==> src/hw/rtl/tqla_pkg.sv <==
// Shared types, constants and helpers for the tabular Q-learning agent.
// Used by every module under hw/rtl; depends on nothing else.
package tqla_pkg;

  localparam int DEF_NUM_STATES  = 16;
  localparam int DEF_NUM_ACTIONS = 4;

  localparam int Q_W       = 32;  // Q16.16 table entry
  localparam int FRAC_W    = 17;  // Q1.16 fraction, 65536 is one
  localparam int FRAC_BITS = 16;
  localparam int MUL_X_W   = 34;  // multiplier signed operand
  localparam int MUL_P_W   = 35;  // rounded product
  localparam int ACC_W     = 36;  // update sum before clipping
  localparam int DRAW_W    = 16;  // random and tie draws
  localparam int CFG_W     = 17;
  localparam int CFG_IDX_W = 2;

  localparam logic [FRAC_W-1:0] ONE_Q16 = FRAC_W'(65536);

  // register indexes
  localparam logic [CFG_IDX_W-1:0] REG_EPSILON  = 2'd0;
  localparam logic [CFG_IDX_W-1:0] REG_LEARN    = 2'd1;
  localparam logic [CFG_IDX_W-1:0] REG_DISCOUNT = 2'd2;
  localparam logic [CFG_IDX_W-1:0] REG_ACTIONS  = 2'd3;

  localparam logic [6:0]        EPSILON_RST  = 7'd10;
  localparam logic [FRAC_W-1:0] LEARN_RST    = FRAC_W'(32768);
  localparam logic [FRAC_W-1:0] DISCOUNT_RST = FRAC_W'(58982);
  localparam logic [2:0]        ACTIONS_RST  = 3'd2;

  // operation codes
  localparam logic OP_SELECT = 1'b0;
  localparam logic OP_UPDATE = 1'b1;

  typedef struct packed {
    logic              operation;
    logic [3:0]        state_index;
    logic [1:0]        action_index;
    logic signed [31:0] reward;
    logic [3:0]        next_state;
    logic [6:0]        explore_draw;
    logic [15:0]       random_draw;
    logic [15:0]       tie_draw;
  } item_t;

  typedef struct packed {
    logic [1:0]         chosen_action;
    logic               explored;
    logic signed [31:0] q_value;
    logic               saturated;
  } result_t;

  // v mod m for a 4-bit v by repeated subtraction (m >= 2, so eight steps suffice)
  function automatic logic [3:0] mod_small(input logic [3:0] v, input int m);
    logic [3:0] r;
    r = v;
    for (int i = 0; i < 8; i++) begin
      if (int'(r) >= m) r = r - 4'(m);
    end
    return r;
  endfunction

endpackage

==> src/hw/rtl/tqla_remu.sv <==
// Bit-serial remainder unit: dividend mod divisor, one dividend bit per cycle.
// Depends on tqla_pkg for the draw width.
module tqla_remu import tqla_pkg::*; #(
  parameter int DIV_W = 3
) (
  input  logic               clk,
  input  logic               rst,
  input  logic               start,
  input  logic [DRAW_W-1:0]  dividend,
  input  logic [DIV_W-1:0]   divisor,
  output logic               done,
  output logic [DIV_W-1:0]   rem
);

  localparam int STEP_W = $clog2(DRAW_W);

  logic              active;
  logic [STEP_W-1:0] step;
  logic [DRAW_W-1:0] shreg;
  logic [DIV_W-1:0]  div;
  logic [DIV_W:0]    trial;

  // remainder stays below the divisor, so the shifted value is below twice it
  assign trial = {rem, shreg[DRAW_W-1]};

  always_ff @(posedge clk) begin
    if (rst) begin
      active <= 1'b0;
      done   <= 1'b0;
      step   <= '0;
    end else begin
      done <= 1'b0;
      if (start) begin
        active <= 1'b1;
        step   <= '0;
        shreg  <= dividend;
        div    <= divisor;
        rem    <= '0;
      end else if (active) begin
        if (trial >= {1'b0, div}) begin
          rem <= DIV_W'(trial - {1'b0, div});
        end else begin
          rem <= trial[DIV_W-1:0];
        end
        shreg <= shreg << 1;
        step  <= step + 1'b1;
        if (step == STEP_W'(DRAW_W - 1)) begin
          active <= 1'b0;
          done   <= 1'b1;
        end
      end
    end
  end

endmodule

==> src/hw/rtl/tqla_mul.sv <==
// Shared fraction multiplier: registered round(frac * x / 65536), round half up.
// Depends on tqla_pkg for operand widths.
module tqla_mul import tqla_pkg::*; (
  input  logic                      clk,
  input  logic [FRAC_W-1:0]         frac,
  input  logic signed [MUL_X_W-1:0] x,
  output logic signed [MUL_P_W-1:0] p
);

  localparam int PROD_W = FRAC_W + MUL_X_W + 1;

  logic signed [PROD_W-1:0] prod;
  logic signed [PROD_W-1:0] prod_rnd;

  assign prod     = $signed({1'b0, frac}) * x;
  assign prod_rnd = prod + PROD_W'(32768);

  always_ff @(posedge clk) begin
    p <= prod_rnd[MUL_P_W+FRAC_BITS-1:FRAC_BITS];
  end

endmodule

==> src/hw/rtl/tabular_q_learning_agent.sv <==
// Channel   Signals                          Moves
// item      item_valid/item_ready, item      one select or update request
// result    result_valid/result_ready, result one result per request
// cfg       cfg_write, cfg_index, cfg_data   register writes, no wait
//
// Update, n = actions in use: the row scan reads the n entries of the row from the Q table
// memory one entry per cycle, then the shared multiplier runs twice.
// Select: the same row scan, then the bit-serial remainder unit divides the 16-bit draw;
// when exploring its remainder is the action, else the tie pick walks the tie mask one action per cycle.
// After reset all NUM_STATES * 2**clog2(NUM_ACTIONS) table entries are cleared one entry
// a cycle, with item_ready low. A stalled result stays in the output register
// and the next item is taken meanwhile.
// Depends on tqla_pkg, tqla_remu, tqla_mul.
module tabular_q_learning_agent import tqla_pkg::*; #(
  parameter int NUM_STATES  = DEF_NUM_STATES,
  parameter int NUM_ACTIONS = DEF_NUM_ACTIONS
) (
  input  logic                 clk,
  input  logic                 rst,
  input  logic                 item_valid,
  output logic                 item_ready,
  input  item_t                item,
  output logic                 result_valid,
  input  logic                 result_ready,
  output result_t              result,
  input  logic                 cfg_write,
  input  logic [CFG_IDX_W-1:0] cfg_index,
  input  logic [CFG_W-1:0]     cfg_data
);

  localparam int ST_W   = $clog2(NUM_STATES);
  localparam int ACT_W  = $clog2(NUM_ACTIONS);
  localparam int CNT_W  = $clog2(NUM_ACTIONS + 1);
  localparam int ADDR_W = ST_W + ACT_W;
  localparam int DEPTH  = NUM_STATES << ACT_W;

  typedef enum logic [3:0] {
    S_CLEAR, S_IDLE, S_SCAN, S_DIV, S_DIVW, S_PICK,
    S_RDQ, S_MULG, S_TGT, S_MULA, S_WB, S_DONE
  } state_t;

  state_t state;

  // configuration
  logic [6:0]        epsilon;
  logic [FRAC_W-1:0] learn_rate;
  logic [FRAC_W-1:0] discount;
  logic [2:0]        actions_in_use;

  always_ff @(posedge clk) begin
    if (rst) begin
      epsilon        <= EPSILON_RST;
      learn_rate     <= LEARN_RST;
      discount       <= DISCOUNT_RST;
      actions_in_use <= ACTIONS_RST;
    end else if (cfg_write) begin
      unique case (cfg_index)
        REG_EPSILON:  epsilon        <= cfg_data[6:0];
        REG_LEARN:    learn_rate     <= cfg_data;
        REG_DISCOUNT: discount       <= cfg_data;
        REG_ACTIONS:  actions_in_use <= cfg_data[2:0];
        default: ;
      endcase
    end
  end

  logic [CNT_W-1:0]  n_used;
  logic [FRAC_W-1:0] alpha;
  logic [FRAC_W-1:0] gamma;

  always_comb begin
    if (actions_in_use == 3'd0) begin
      n_used = CNT_W'(1);
    end else if (int'(actions_in_use) > NUM_ACTIONS) begin
      n_used = CNT_W'(NUM_ACTIONS);
    end else begin
      n_used = CNT_W'(actions_in_use);
    end
  end

  assign alpha = (learn_rate > ONE_Q16) ? ONE_Q16 : learn_rate;
  assign gamma = (discount > ONE_Q16) ? ONE_Q16 : discount;

  // Q table
  logic signed [Q_W-1:0] qmem [DEPTH];
  logic signed [Q_W-1:0] rd_data;
  logic [ADDR_W-1:0]     raddr;
  logic [ADDR_W-1:0]     waddr;
  logic signed [Q_W-1:0] wdata;
  logic                  we;

  // item registers
  logic                  op_q;
  logic [ST_W-1:0]       s_q;
  logic [ACT_W-1:0]      a_q;
  logic [1:0]            a_raw_q;
  logic signed [31:0]    reward_q;
  logic [ST_W-1:0]       scan_row;
  logic                  explore_q;
  logic [DRAW_W-1:0]     draw_q;

  // scan
  logic [CNT_W-1:0]       issue_idx;
  logic                   issue;
  logic                   rd_vld;
  logic [ACT_W-1:0]       rd_idx;
  logic signed [Q_W-1:0]  best;
  logic [CNT_W-1:0]       tie_cnt;
  logic [NUM_ACTIONS-1:0] tie_mask;
  logic [NUM_ACTIONS-1:0] rd_onehot;

  // pick and update
  logic [CNT_W-1:0]           pick_k;
  logic [ACT_W-1:0]           pick_idx;
  logic signed [Q_W-1:0]      q_reg;
  logic signed [MUL_X_W-1:0]  diff;
  logic signed [ACC_W-1:0]    diff_full;
  logic signed [ACC_W-1:0]    nv_full;
  logic signed [Q_W-1:0]      nv_sat;
  logic                       nv_clip;
  logic [ADDR_W-1:0]          clr_addr;
  result_t                    res;

  // shared units
  logic                      div_start;
  logic                      div_done;
  logic [CNT_W-1:0]          div_rem;
  logic [FRAC_W-1:0]         mul_frac;
  logic signed [MUL_X_W-1:0] mul_x;
  logic signed [MUL_P_W-1:0] mul_p;

  tqla_remu #(.DIV_W(CNT_W)) u_remu (
    .clk      (clk),
    .rst      (rst),
    .start    (div_start),
    .dividend (draw_q),
    .divisor  (explore_q ? n_used : tie_cnt),
    .done     (div_done),
    .rem      (div_rem)
  );

  tqla_mul u_mul (
    .clk  (clk),
    .frac (mul_frac),
    .x    (mul_x),
    .p    (mul_p)
  );

  assign div_start = (state == S_DIV);
  assign mul_frac  = (state == S_MULG) ? gamma : alpha;
  assign mul_x     = (state == S_MULG) ? MUL_X_W'(best) : diff;

  assign item_ready = (state == S_IDLE);
  assign issue      = (state == S_SCAN) && (issue_idx < n_used);
  assign rd_onehot  = NUM_ACTIONS'(1) << rd_idx;

  assign raddr = (state == S_SCAN) ? {scan_row, issue_idx[ACT_W-1:0]} : {s_q, a_q};
  assign we    = (state == S_CLEAR) || (state == S_WB);
  assign waddr = (state == S_CLEAR) ? clr_addr : {s_q, a_q};
  assign wdata = (state == S_CLEAR) ? '0 : nv_sat;

  always_ff @(posedge clk) begin
    if (we) qmem[waddr] <= wdata;
    rd_data <= qmem[raddr];
  end

  // target minus old value, then new value = old + round(alpha * that)
  assign diff_full = ACC_W'(reward_q) + ACC_W'(mul_p) - ACC_W'(q_reg);
  assign nv_full   = ACC_W'(q_reg) + ACC_W'(mul_p);

  always_comb begin
    nv_clip = 1'b1;
    if (nv_full > ACC_W'(64'sd2147483647)) begin
      nv_sat = 32'sh7fffffff;
    end else if (nv_full < ACC_W'(-64'sd2147483648)) begin
      nv_sat = 32'sh80000000;
    end else begin
      nv_sat  = nv_full[Q_W-1:0];
      nv_clip = 1'b0;
    end
  end

  always_ff @(posedge clk) begin
    if (rst) begin
      state        <= S_CLEAR;
      clr_addr     <= '0;
      issue_idx    <= '0;
      rd_vld       <= 1'b0;
      result_valid <= 1'b0;
    end else begin
      rd_vld <= issue;
      // S_DONE reloads the output register itself
      if (result_valid && result_ready && state != S_DONE) result_valid <= 1'b0;

      unique case (state)
        S_CLEAR: begin
          clr_addr <= clr_addr + 1'b1;
          if (clr_addr == ADDR_W'(DEPTH - 1)) state <= S_IDLE;
        end
        S_IDLE: begin
          if (item_valid) begin
            op_q      <= item.operation;
            s_q       <= ST_W'(mod_small(item.state_index, NUM_STATES));
            a_q       <= ACT_W'(mod_small({2'b00, item.action_index}, NUM_ACTIONS));
            a_raw_q   <= item.action_index;
            reward_q  <= item.reward;
            explore_q <= (item.explore_draw < epsilon);
            draw_q    <= (item.explore_draw < epsilon) ? item.random_draw : item.tie_draw;
            scan_row  <= (item.operation == OP_UPDATE)
                         ? ST_W'(mod_small(item.next_state, NUM_STATES))
                         : ST_W'(mod_small(item.state_index, NUM_STATES));
            issue_idx <= '0;
            state     <= S_SCAN;
          end
        end
        S_SCAN: begin
          if (issue) issue_idx <= issue_idx + 1'b1;
          rd_idx <= issue_idx[ACT_W-1:0];
          if (rd_vld) begin
            if (rd_idx == '0 || rd_data > best) begin
              best     <= rd_data;
              tie_cnt  <= CNT_W'(1);
              tie_mask <= rd_onehot;
            end else if (rd_data == best) begin
              tie_cnt  <= tie_cnt + 1'b1;
              tie_mask <= tie_mask | rd_onehot;
            end
          end
          if (!issue && !rd_vld) begin
            state <= (op_q == OP_UPDATE) ? S_RDQ : S_DIV;
          end
        end
        S_DIV: begin
          state <= S_DIVW;
        end
        S_DIVW: begin
          if (div_done) begin
            res.explored  <= explore_q;
            res.q_value   <= best;
            res.saturated <= 1'b0;
            if (explore_q) begin
              res.chosen_action <= 2'(div_rem);
              state             <= S_DONE;
            end else begin
              pick_k   <= div_rem;
              pick_idx <= '0;
              state    <= S_PICK;
            end
          end
        end
        S_PICK: begin
          // walk to the k-th tied action
          if (tie_mask[pick_idx]) begin
            if (pick_k == '0) begin
              res.chosen_action <= 2'(pick_idx);
              state             <= S_DONE;
            end else begin
              pick_k <= pick_k - 1'b1;
            end
          end
          pick_idx <= pick_idx + 1'b1;
        end
        S_RDQ: begin
          state <= S_MULG;
        end
        S_MULG: begin
          q_reg <= rd_data;
          state <= S_TGT;
        end
        S_TGT: begin
          diff  <= diff_full[MUL_X_W-1:0];
          state <= S_MULA;
        end
        S_MULA: begin
          state <= S_WB;
        end
        S_WB: begin
          res.chosen_action <= a_raw_q;
          res.explored      <= 1'b0;
          res.q_value       <= nv_sat;
          res.saturated     <= nv_clip;
          state             <= S_DONE;
        end
        S_DONE: begin
          if (!result_valid || result_ready) begin
            result       <= res;
            result_valid <= 1'b1;
            state        <= S_IDLE;
          end
        end
        default: state <= S_IDLE;
      endcase
    end
  end

endmodule
==> config.mk <==
export PLATFORM = sky130hd
export DESIGN_NAME = tabular_q_learning_agent
export DESIGN_NICKNAME = d
export VERILOG_FILES = /design/src/hw/rtl/tqla_pkg.sv /design/src/hw/rtl/tqla_remu.sv /design/src/hw/rtl/tqla_mul.sv /design/src/hw/rtl/tabular_q_learning_agent.sv
export SDC_FILE = /design/constraint.sdc
export NUM_CORES = 2
export LEC_CHECK = 0
export BUFFER_PORTS_ARGS = -buffer_cell sky130_fd_sc_hd__buf_2
export CAP_MARGIN = 25
export CORE_ASPECT_RATIO = 1.75
export CORE_MARGIN = 4
export CORE_UTILIZATION = 35
export CTS_CLUSTER_SIZE = 16
export DETAILED_ROUTE_END_ITERATION = 16
export MAX_ROUTING_LAYER = met4
export PLACE_DENSITY_LB_ADDON = 0.25
export SYNTH_ARGS = -nofsm -noshare
export SYNTH_HDL_FRONTEND = slang
export SYNTH_SLANG_ARGS = --single-unit
==> constraint.sdc <==
create_clock -name clk -period 11.85 [get_ports clk]
set_clock_uncertainty 0.05 [all_clocks]
set_input_delay 2.9625 -clock clk [delete_from_list [all_inputs] [get_ports clk]]
set_output_delay 2.9625 -clock clk [all_outputs]
set_load 0.01 [all_outputs]
Yosys cells after proc, flatten, opt, wreduce, memory -nomap -nowiden --
Memories as Yosys holds them, arrays and structs flattened. A register that Yosys moved wholly into a read port is not among the register bits. Cells that the tools add are included.
Word-level totals: register bits after elaboration 366, RAM bits 2048, bits of input ports 106, output and inout port bits 38, memories kept 1
Memory list:
- qmem | words 64, width 32, rd ports 1, clocked after Yosys merged registers in 1, write ports 1, RTL line tabular_q_learning_agent.sv:85 | logic signed [Q_W-1:0] qmem [DEPTH];
Cells by class: add/sub/neg operators 11, multiply operators 1, order comparisons 10, eq/ne operators 29, shift-type cells 1, muxes and demuxes 61, bitwise logic cells 3, reduce and logical (&&, ||, !) cells 42
Operators by type and width (count):
- two-way mux 32 bit | 3
- one-hot mux 34 bit (2 select lines) | 1
- adder 51 x 17 -> 51 bit, second input constant | 1
- multiplier 18 x 34 -> 51 bit | 1
- two-way mux 17 bit | 3
- two-way mux 16 bit | 3
- one-hot mux 4 bit (12 select lines) | 1
- two-way mux 4 bit | 11
- two-way mux 3 bit | 13
- adder 32 x 35 -> 36 bit | 1
- > comparator 36 x 32 -> 1 bit, second input constant | 1
- < comparator 36 x 32 -> 1 bit, second input constant | 1
- two-way mux 36 bit | 1
- adder 32 x 34 -> 34 bit | 1
- > comparator 17 bit, second input constant | 2
- two-way mux 34 bit | 1
- subtractor 34 x 32 -> 34 bit | 1
- equality test 32 bit | 1
- > comparator 32 bit | 1
- equality test 4 bit, second input constant | 5
- AND reduction 2 bit | 9
- equality test 4 x 3 -> 1 bit, second input constant | 4
- inequality test 2 bit, second input constant | 8
- two-way mux 1 bit | 12
- other kinds (41) | 72

Logic depth before layout (Yosys ltp) --
depth in word-level cells 9, depth in mapped cells 33, mapped depth without buffers 28

Modules after synthesis --
From an unflattened synthesis, not the netlist that was laid out.
Second synthesis, totals: cell total of the unflattened synthesis 7665, area, all modules 118760.2 um^2
By module, submodules not included:
- tabular_q_learning_agent | times used 1, cells an instance 5342, area an instance 96886.7 um^2
- tqla_mul | times used 1, cells an instance 2236, area an instance 20623.5 um^2
- tqla_remu | times used 1, cells an instance 87, area an instance 1249.9 um^2

Worst setup path after synthesis --
OpenSTA, ideal clock, no wires.
path type in2reg, start in rst, end reg a_raw_q[0] (enable), arrival time 7727 ps, setup slack 3509 ps, stages 3, cells stage by stage clkbuf_1 > clkbuf_1 > nor3b_1
On the way: longest elaborated chain between the ends 2
Ends and longest elaborated chain:
- start, declared | RTL line tabular_q_learning_agent.sv:19 | input logic rst,
- inverter 1 bit (no line)
- AND reduction 3 bit (no line)
- end signal, assigned | RTL line tabular_q_learning_agent.sv:205 | a_raw_q <= item.action_index;
- end, declared | RTL line tabular_q_learning_agent.sv:96 | logic [1:0] a_raw_q;
No other way between the ends. A chain may end at the register's enable or synchronous reset.

Worst setup path after layout --
start reg state[0], end reg u_mul.p[31]
On the way: longest elaborated chain between the ends 4, elaborated cells between the ends (all ways) 5, those cells by class add/sub: 1; mul: 1; eq/ne: 1; mux: 2
Ends and longest elaborated chain:
- start, declared | RTL line tabular_q_learning_agent.sv:42 | state_t state;
- start signal, assigned | RTL line tabular_q_learning_agent.sv:230 | state <= (op_q == OP_UPDATE) ? S_RDQ : S_DIV;
- equality test 4 x 3 -> 1 bit (*) | RTL line tabular_q_learning_agent.sv:150, tabular_q_learning_agent.sv:151
- two-way mux 17 bit or two-way mux 34 bit (tied branches) | RTL line tabular_q_learning_agent.sv:150, tabular_q_learning_agent.sv:151
- multiplier 18 x 34 -> 51 bit (*) | RTL line tqla_mul.sv:15 | assign prod = $signed({1'b0, frac}) * x;
- adder 51 x 17 -> 51 bit (*) | RTL line tqla_mul.sv:16 | assign prod_rnd = prod + PROD_W'(32768);
- via u_mul.prod_rnd[47] | RTL line tqla_mul.sv:13 | logic signed [PROD_W-1:0] prod_rnd;
- end signal, assigned | RTL line tqla_mul.sv:19 | p <= prod_rnd[MUL_P_W+FRAC_BITS-1:FRAC_BITS];
- end, declared | RTL line tqla_mul.sv:7 | output logic signed [MUL_P_W-1:0] p
The timed path passes the listed nets; every way through them passes the cells marked *.

==> summary.md <==
| Metric | Value |
|---|---|
| Setup TNS | 0 ns |
| Clock latency at the later pin of the worst-skew pair | 0.89 ns |
| Proportion of synthesized chip area in sequential cells | 60.9% |
| Most flop-heavy register | qmem |
| First-pass GRT wire length | 505 mm |
| # DRC | 0 |
| CTS resizes | 0 |
| Reg2reg start | state[0]$_SDFFE_PP0P_ |
| Nets | 8932 |
| Critical path required time | 12.53 ns |
| CTS tree | yes |
| Number of clock sinks | 2446 |
| Outcome | finished, final reports clean |
| Share of total power in combinational logic | 23.8% |
| Setup WS post-layout | 2.06 ns |
| Largest register FFs | 2048 |
| Max clock buf depth | 4 |
| GRT Total Usage | 20.5% |
| Synth async-reset ratio | 0% |
| DP Wirelength | 234 mm |
| P_sw | 7.34 mW |
| Antenna-violating nets left | 0 |
| Startpoint class of the critical path | flip-flop |
| Cell Area, Synth | 118000 um^2 |
| Reg clk slew, reported paths | 0.06 ns |
| Row cnt | 282 |
| Vias per cell | 5.32 |
| Fraction of layout cells with a size suffix above 1 | 16.9% |
| Synth top area cells | edfxtp_1 59%, fa_1 9.8%, mux4_2 9.8% |
| F_max | 0.102 GHz |
| Port Buffers | 143 |
| Cts bufs inserted | 225 |
| Total congestion overflow | 0 |
| Main synth FF type | edfxtp_1 |
| Via Count | 66855 |
| YS warnings | 0 |
| 1st-pass router iterations | 6 |
| Chip height | 777 um |
| Area grow syn2layout | 12.2% |
| Sequential cell fraction of total power | 47.0% |
| Setup crit start | state[0]$_SDFFE_PP0P_ |
| Seq cells post-synth | 2446 |
| Post-Route WL | 348 mm |
| Syn Area/Cell | 15.3 um^2 |
| Max-cap viol count | 0 |
| P_leak | 47.4 nW |
| Unrepaired setup endpoints after global routing | no |
| # Post-CTS Setup Buffers | 0 |
| Reg2reg path depth | 24 |
| Root buf cell | clkbuf_16 |
| Final Slew Violations | 0 |
| Yosys cell types | 87 |
| P_int | 16.8 mW |
| Post-Place Cell Area | 126000 um^2 |
| Biggest regs | qmem x2048, res x36, result x36 |
| Initial antenna violation count | 17 |
| Arrival time of the worst setup path | 10.46 ns |
| Tmin final | 9.79 ns |
| Starting Density | 35.1% |
| Clk network pwr share | 29.2% |
| Fin util | 39.4% |
| WS Path Type | reg -> reg |
| Critical Path End | u_mul.p[31]$_DFF_P_ |
| Most frequent cells after synthesis | 2314 x edfxtp_1, 826 x inv_1, 754 x nand2_1 |
| Non-Filler Cell Area, Final | 133000 um^2 |
| Syn_nets | 8709 |
| Hold WC Path Type | reg -> reg |
| Tightest Pin Transition | 1.23 ns |
| Initial drt markers | 4646 |
| Sw frac | 30.4% |
| Number of global-route vias before repair | 72092 |
| CP Capture Type | flip-flop |
| Post-synth top area cell | edfxtp_1 |
| Power per cell area | 182 nW/um^2 |
| EDFF count, synth | 2314 |
| Relative slew slack | 17.8% |
| Flop-to-flop setup slack | 2.06 ns |
| Worst flop-to-flop path endpoint | u_mul.p[31]$_DFF_P_ |
| Fin crit share | 82.6% |
| DR WL/cell | 27.7 um |
| H-tree Lvls | 4 |
| Final hold vios | 0 |
| Die W | 448 um |
| Setup violators final | 0 |
| I/O pins | 144 |
| Count leader, synth | edfxtp_1 |
| Die area | 348000 um^2 |
| Overall power | 24.1 mW |
| Synthesized instance count | 7754 |
| Routability congestion estimate | 0.959 |
| # hold bufs at CTS | 0 |
| Share of the synthesized area in the top cell type | 58.7% |
| Largest net degree at the start of global routing | 113 |
| Worst slack at placement | 2.05 ns |
| Crit path max fanout | 23 |
| Core area | 337000 um^2 |
| Worst IR Drop VDD | 0.172 mV |
-- critical path, stage by stage (launching register included) --
cell and delay, ns:
dfxtp_1 0.82, and4b_1 0.56, nor2_2 0.26, a22oi_2 1.04, buf_4 0.45, nor2_1 0.12, fa_1 0.56, fa_1 0.44
ha_1 0.32, inv_1 0.06, fa_1 0.52, fa_1 0.52, fa_1 0.52, inv_1 0.05, ha_1 0.35, a21o_1 0.24
a31oi_1 0.14, o21ai_0 0.15, a221o_1 0.32, or3_1 0.58, a21oi_1 0.46, o21ai_0 0.26, o41ai_1 0.43, o21ai_0 0.18
xor2_1 0.17
-- kinds of logic (layout without fill, tap and decap cells) --
family,after synthesis,count (layout),share of synthesized area (%)
buf+inv,1196,1595,4.00
compound gates,925,925,5.31
flops,2446,2446,60.9
simple gates,1657,1657,6.03
xor+xnor,113,113,0.836
mux,567,567,10.3
fa+ha+maj,850,850,12.7
other cells,0,9,0
-- layout make-up --
class                      instances  area [um^2]
antenna                            9         22.5
clock inverter                   117          961
tap                             4402         5510
multi-input combinational       4112        42600
timing repair buffer             366         2590
inverter                         826         3100
clock buffer                     286         5990
sequential                      2446        72100
fill                           31007       204000
-- placed cells by master, fill, tap and decap left out, types with 43 or more instances in the layout --
master | synthesis | layout
edfxtp_1 | 2314 | 2314
nor2_1 | 508 | 433
a21oi_1 | 249 | 242
buf_4 | 40 | 203
clkbuf_16 | 0 | 226
o21ai_0 | 80 | 73
inv_1 | 826 | 826
ha_1 | 269 | 269
mux4_2 | 513 | 513
fa_1 | 580 | 580
and2_1 | 117 | 117
dfxtp_1 | 132 | 132
a21o_1 | 97 | 97
clkbuf_1 | 233 | 49
xnor2_1 | 71 | 71
a311oi_1 | 98 | 98
a211oi_1 | 130 | 130
nor3_1 | 43 | 43
clkinv_1 | 0 | 54
buf_2 | 72 | 143
nand2_1 | 754 | 749
nor2_4 | 0 | 71
nand3_1 | 64 | 64
-- worst min path at each step --
stage                               startpoint  slack (ns)  cells after the start                   end
after floorplan           res[0]$_SDFFCE_PN0P_        0.35                      0   result[0]$_DFFE_PP_
after global placement       res[29]$_DFFE_PP_        0.35                      0  result[29]$_DFFE_PP_
after detailed placement     res[28]$_DFFE_PP_        0.36                      0  result[28]$_DFFE_PP_
after CTS                    res[28]$_DFFE_PP_        0.37                      0  result[28]$_DFFE_PP_
after global routing         res[32]$_DFFE_PP_        0.37                      0  result[32]$_DFFE_PP_
final                        res[27]$_DFFE_PP_        0.37                      0  result[27]$_DFFE_PP_
-- layer usage --
layer	part of all wire (%)	vias to the layer above	global-route usage (%)
met5	0	-	-
met4	5.4	0	9.25
met3	3.6	643	1.91
met2	55	1692	37.9
met1	36	35761	22.1
li1	-	28759	-
-- per-stage QoR --
step	hold slack, ns	instances
final	0.370	12564
after global routing	0.372	12562
after CTS	0.369	12550
after detailed placement	0.355	12147
after global placement	0.353	12142
after floorplan	0.350	7754
-- power by group through the flow --
stage	clock [mW]	combinational, mW	sequential, mW
2_1_floorplan	0	3.55	11.5
3_3_place_gp	0	5.58	11.5
3_5_place_dp	0	5.74	11.5
4_1_cts	7.25	5.78	11.4
5_1_grt	7.57	6.30	11.4
6_report	7.05	5.73	11.3
No activity file was read; power rests on OpenSTA's default activity.
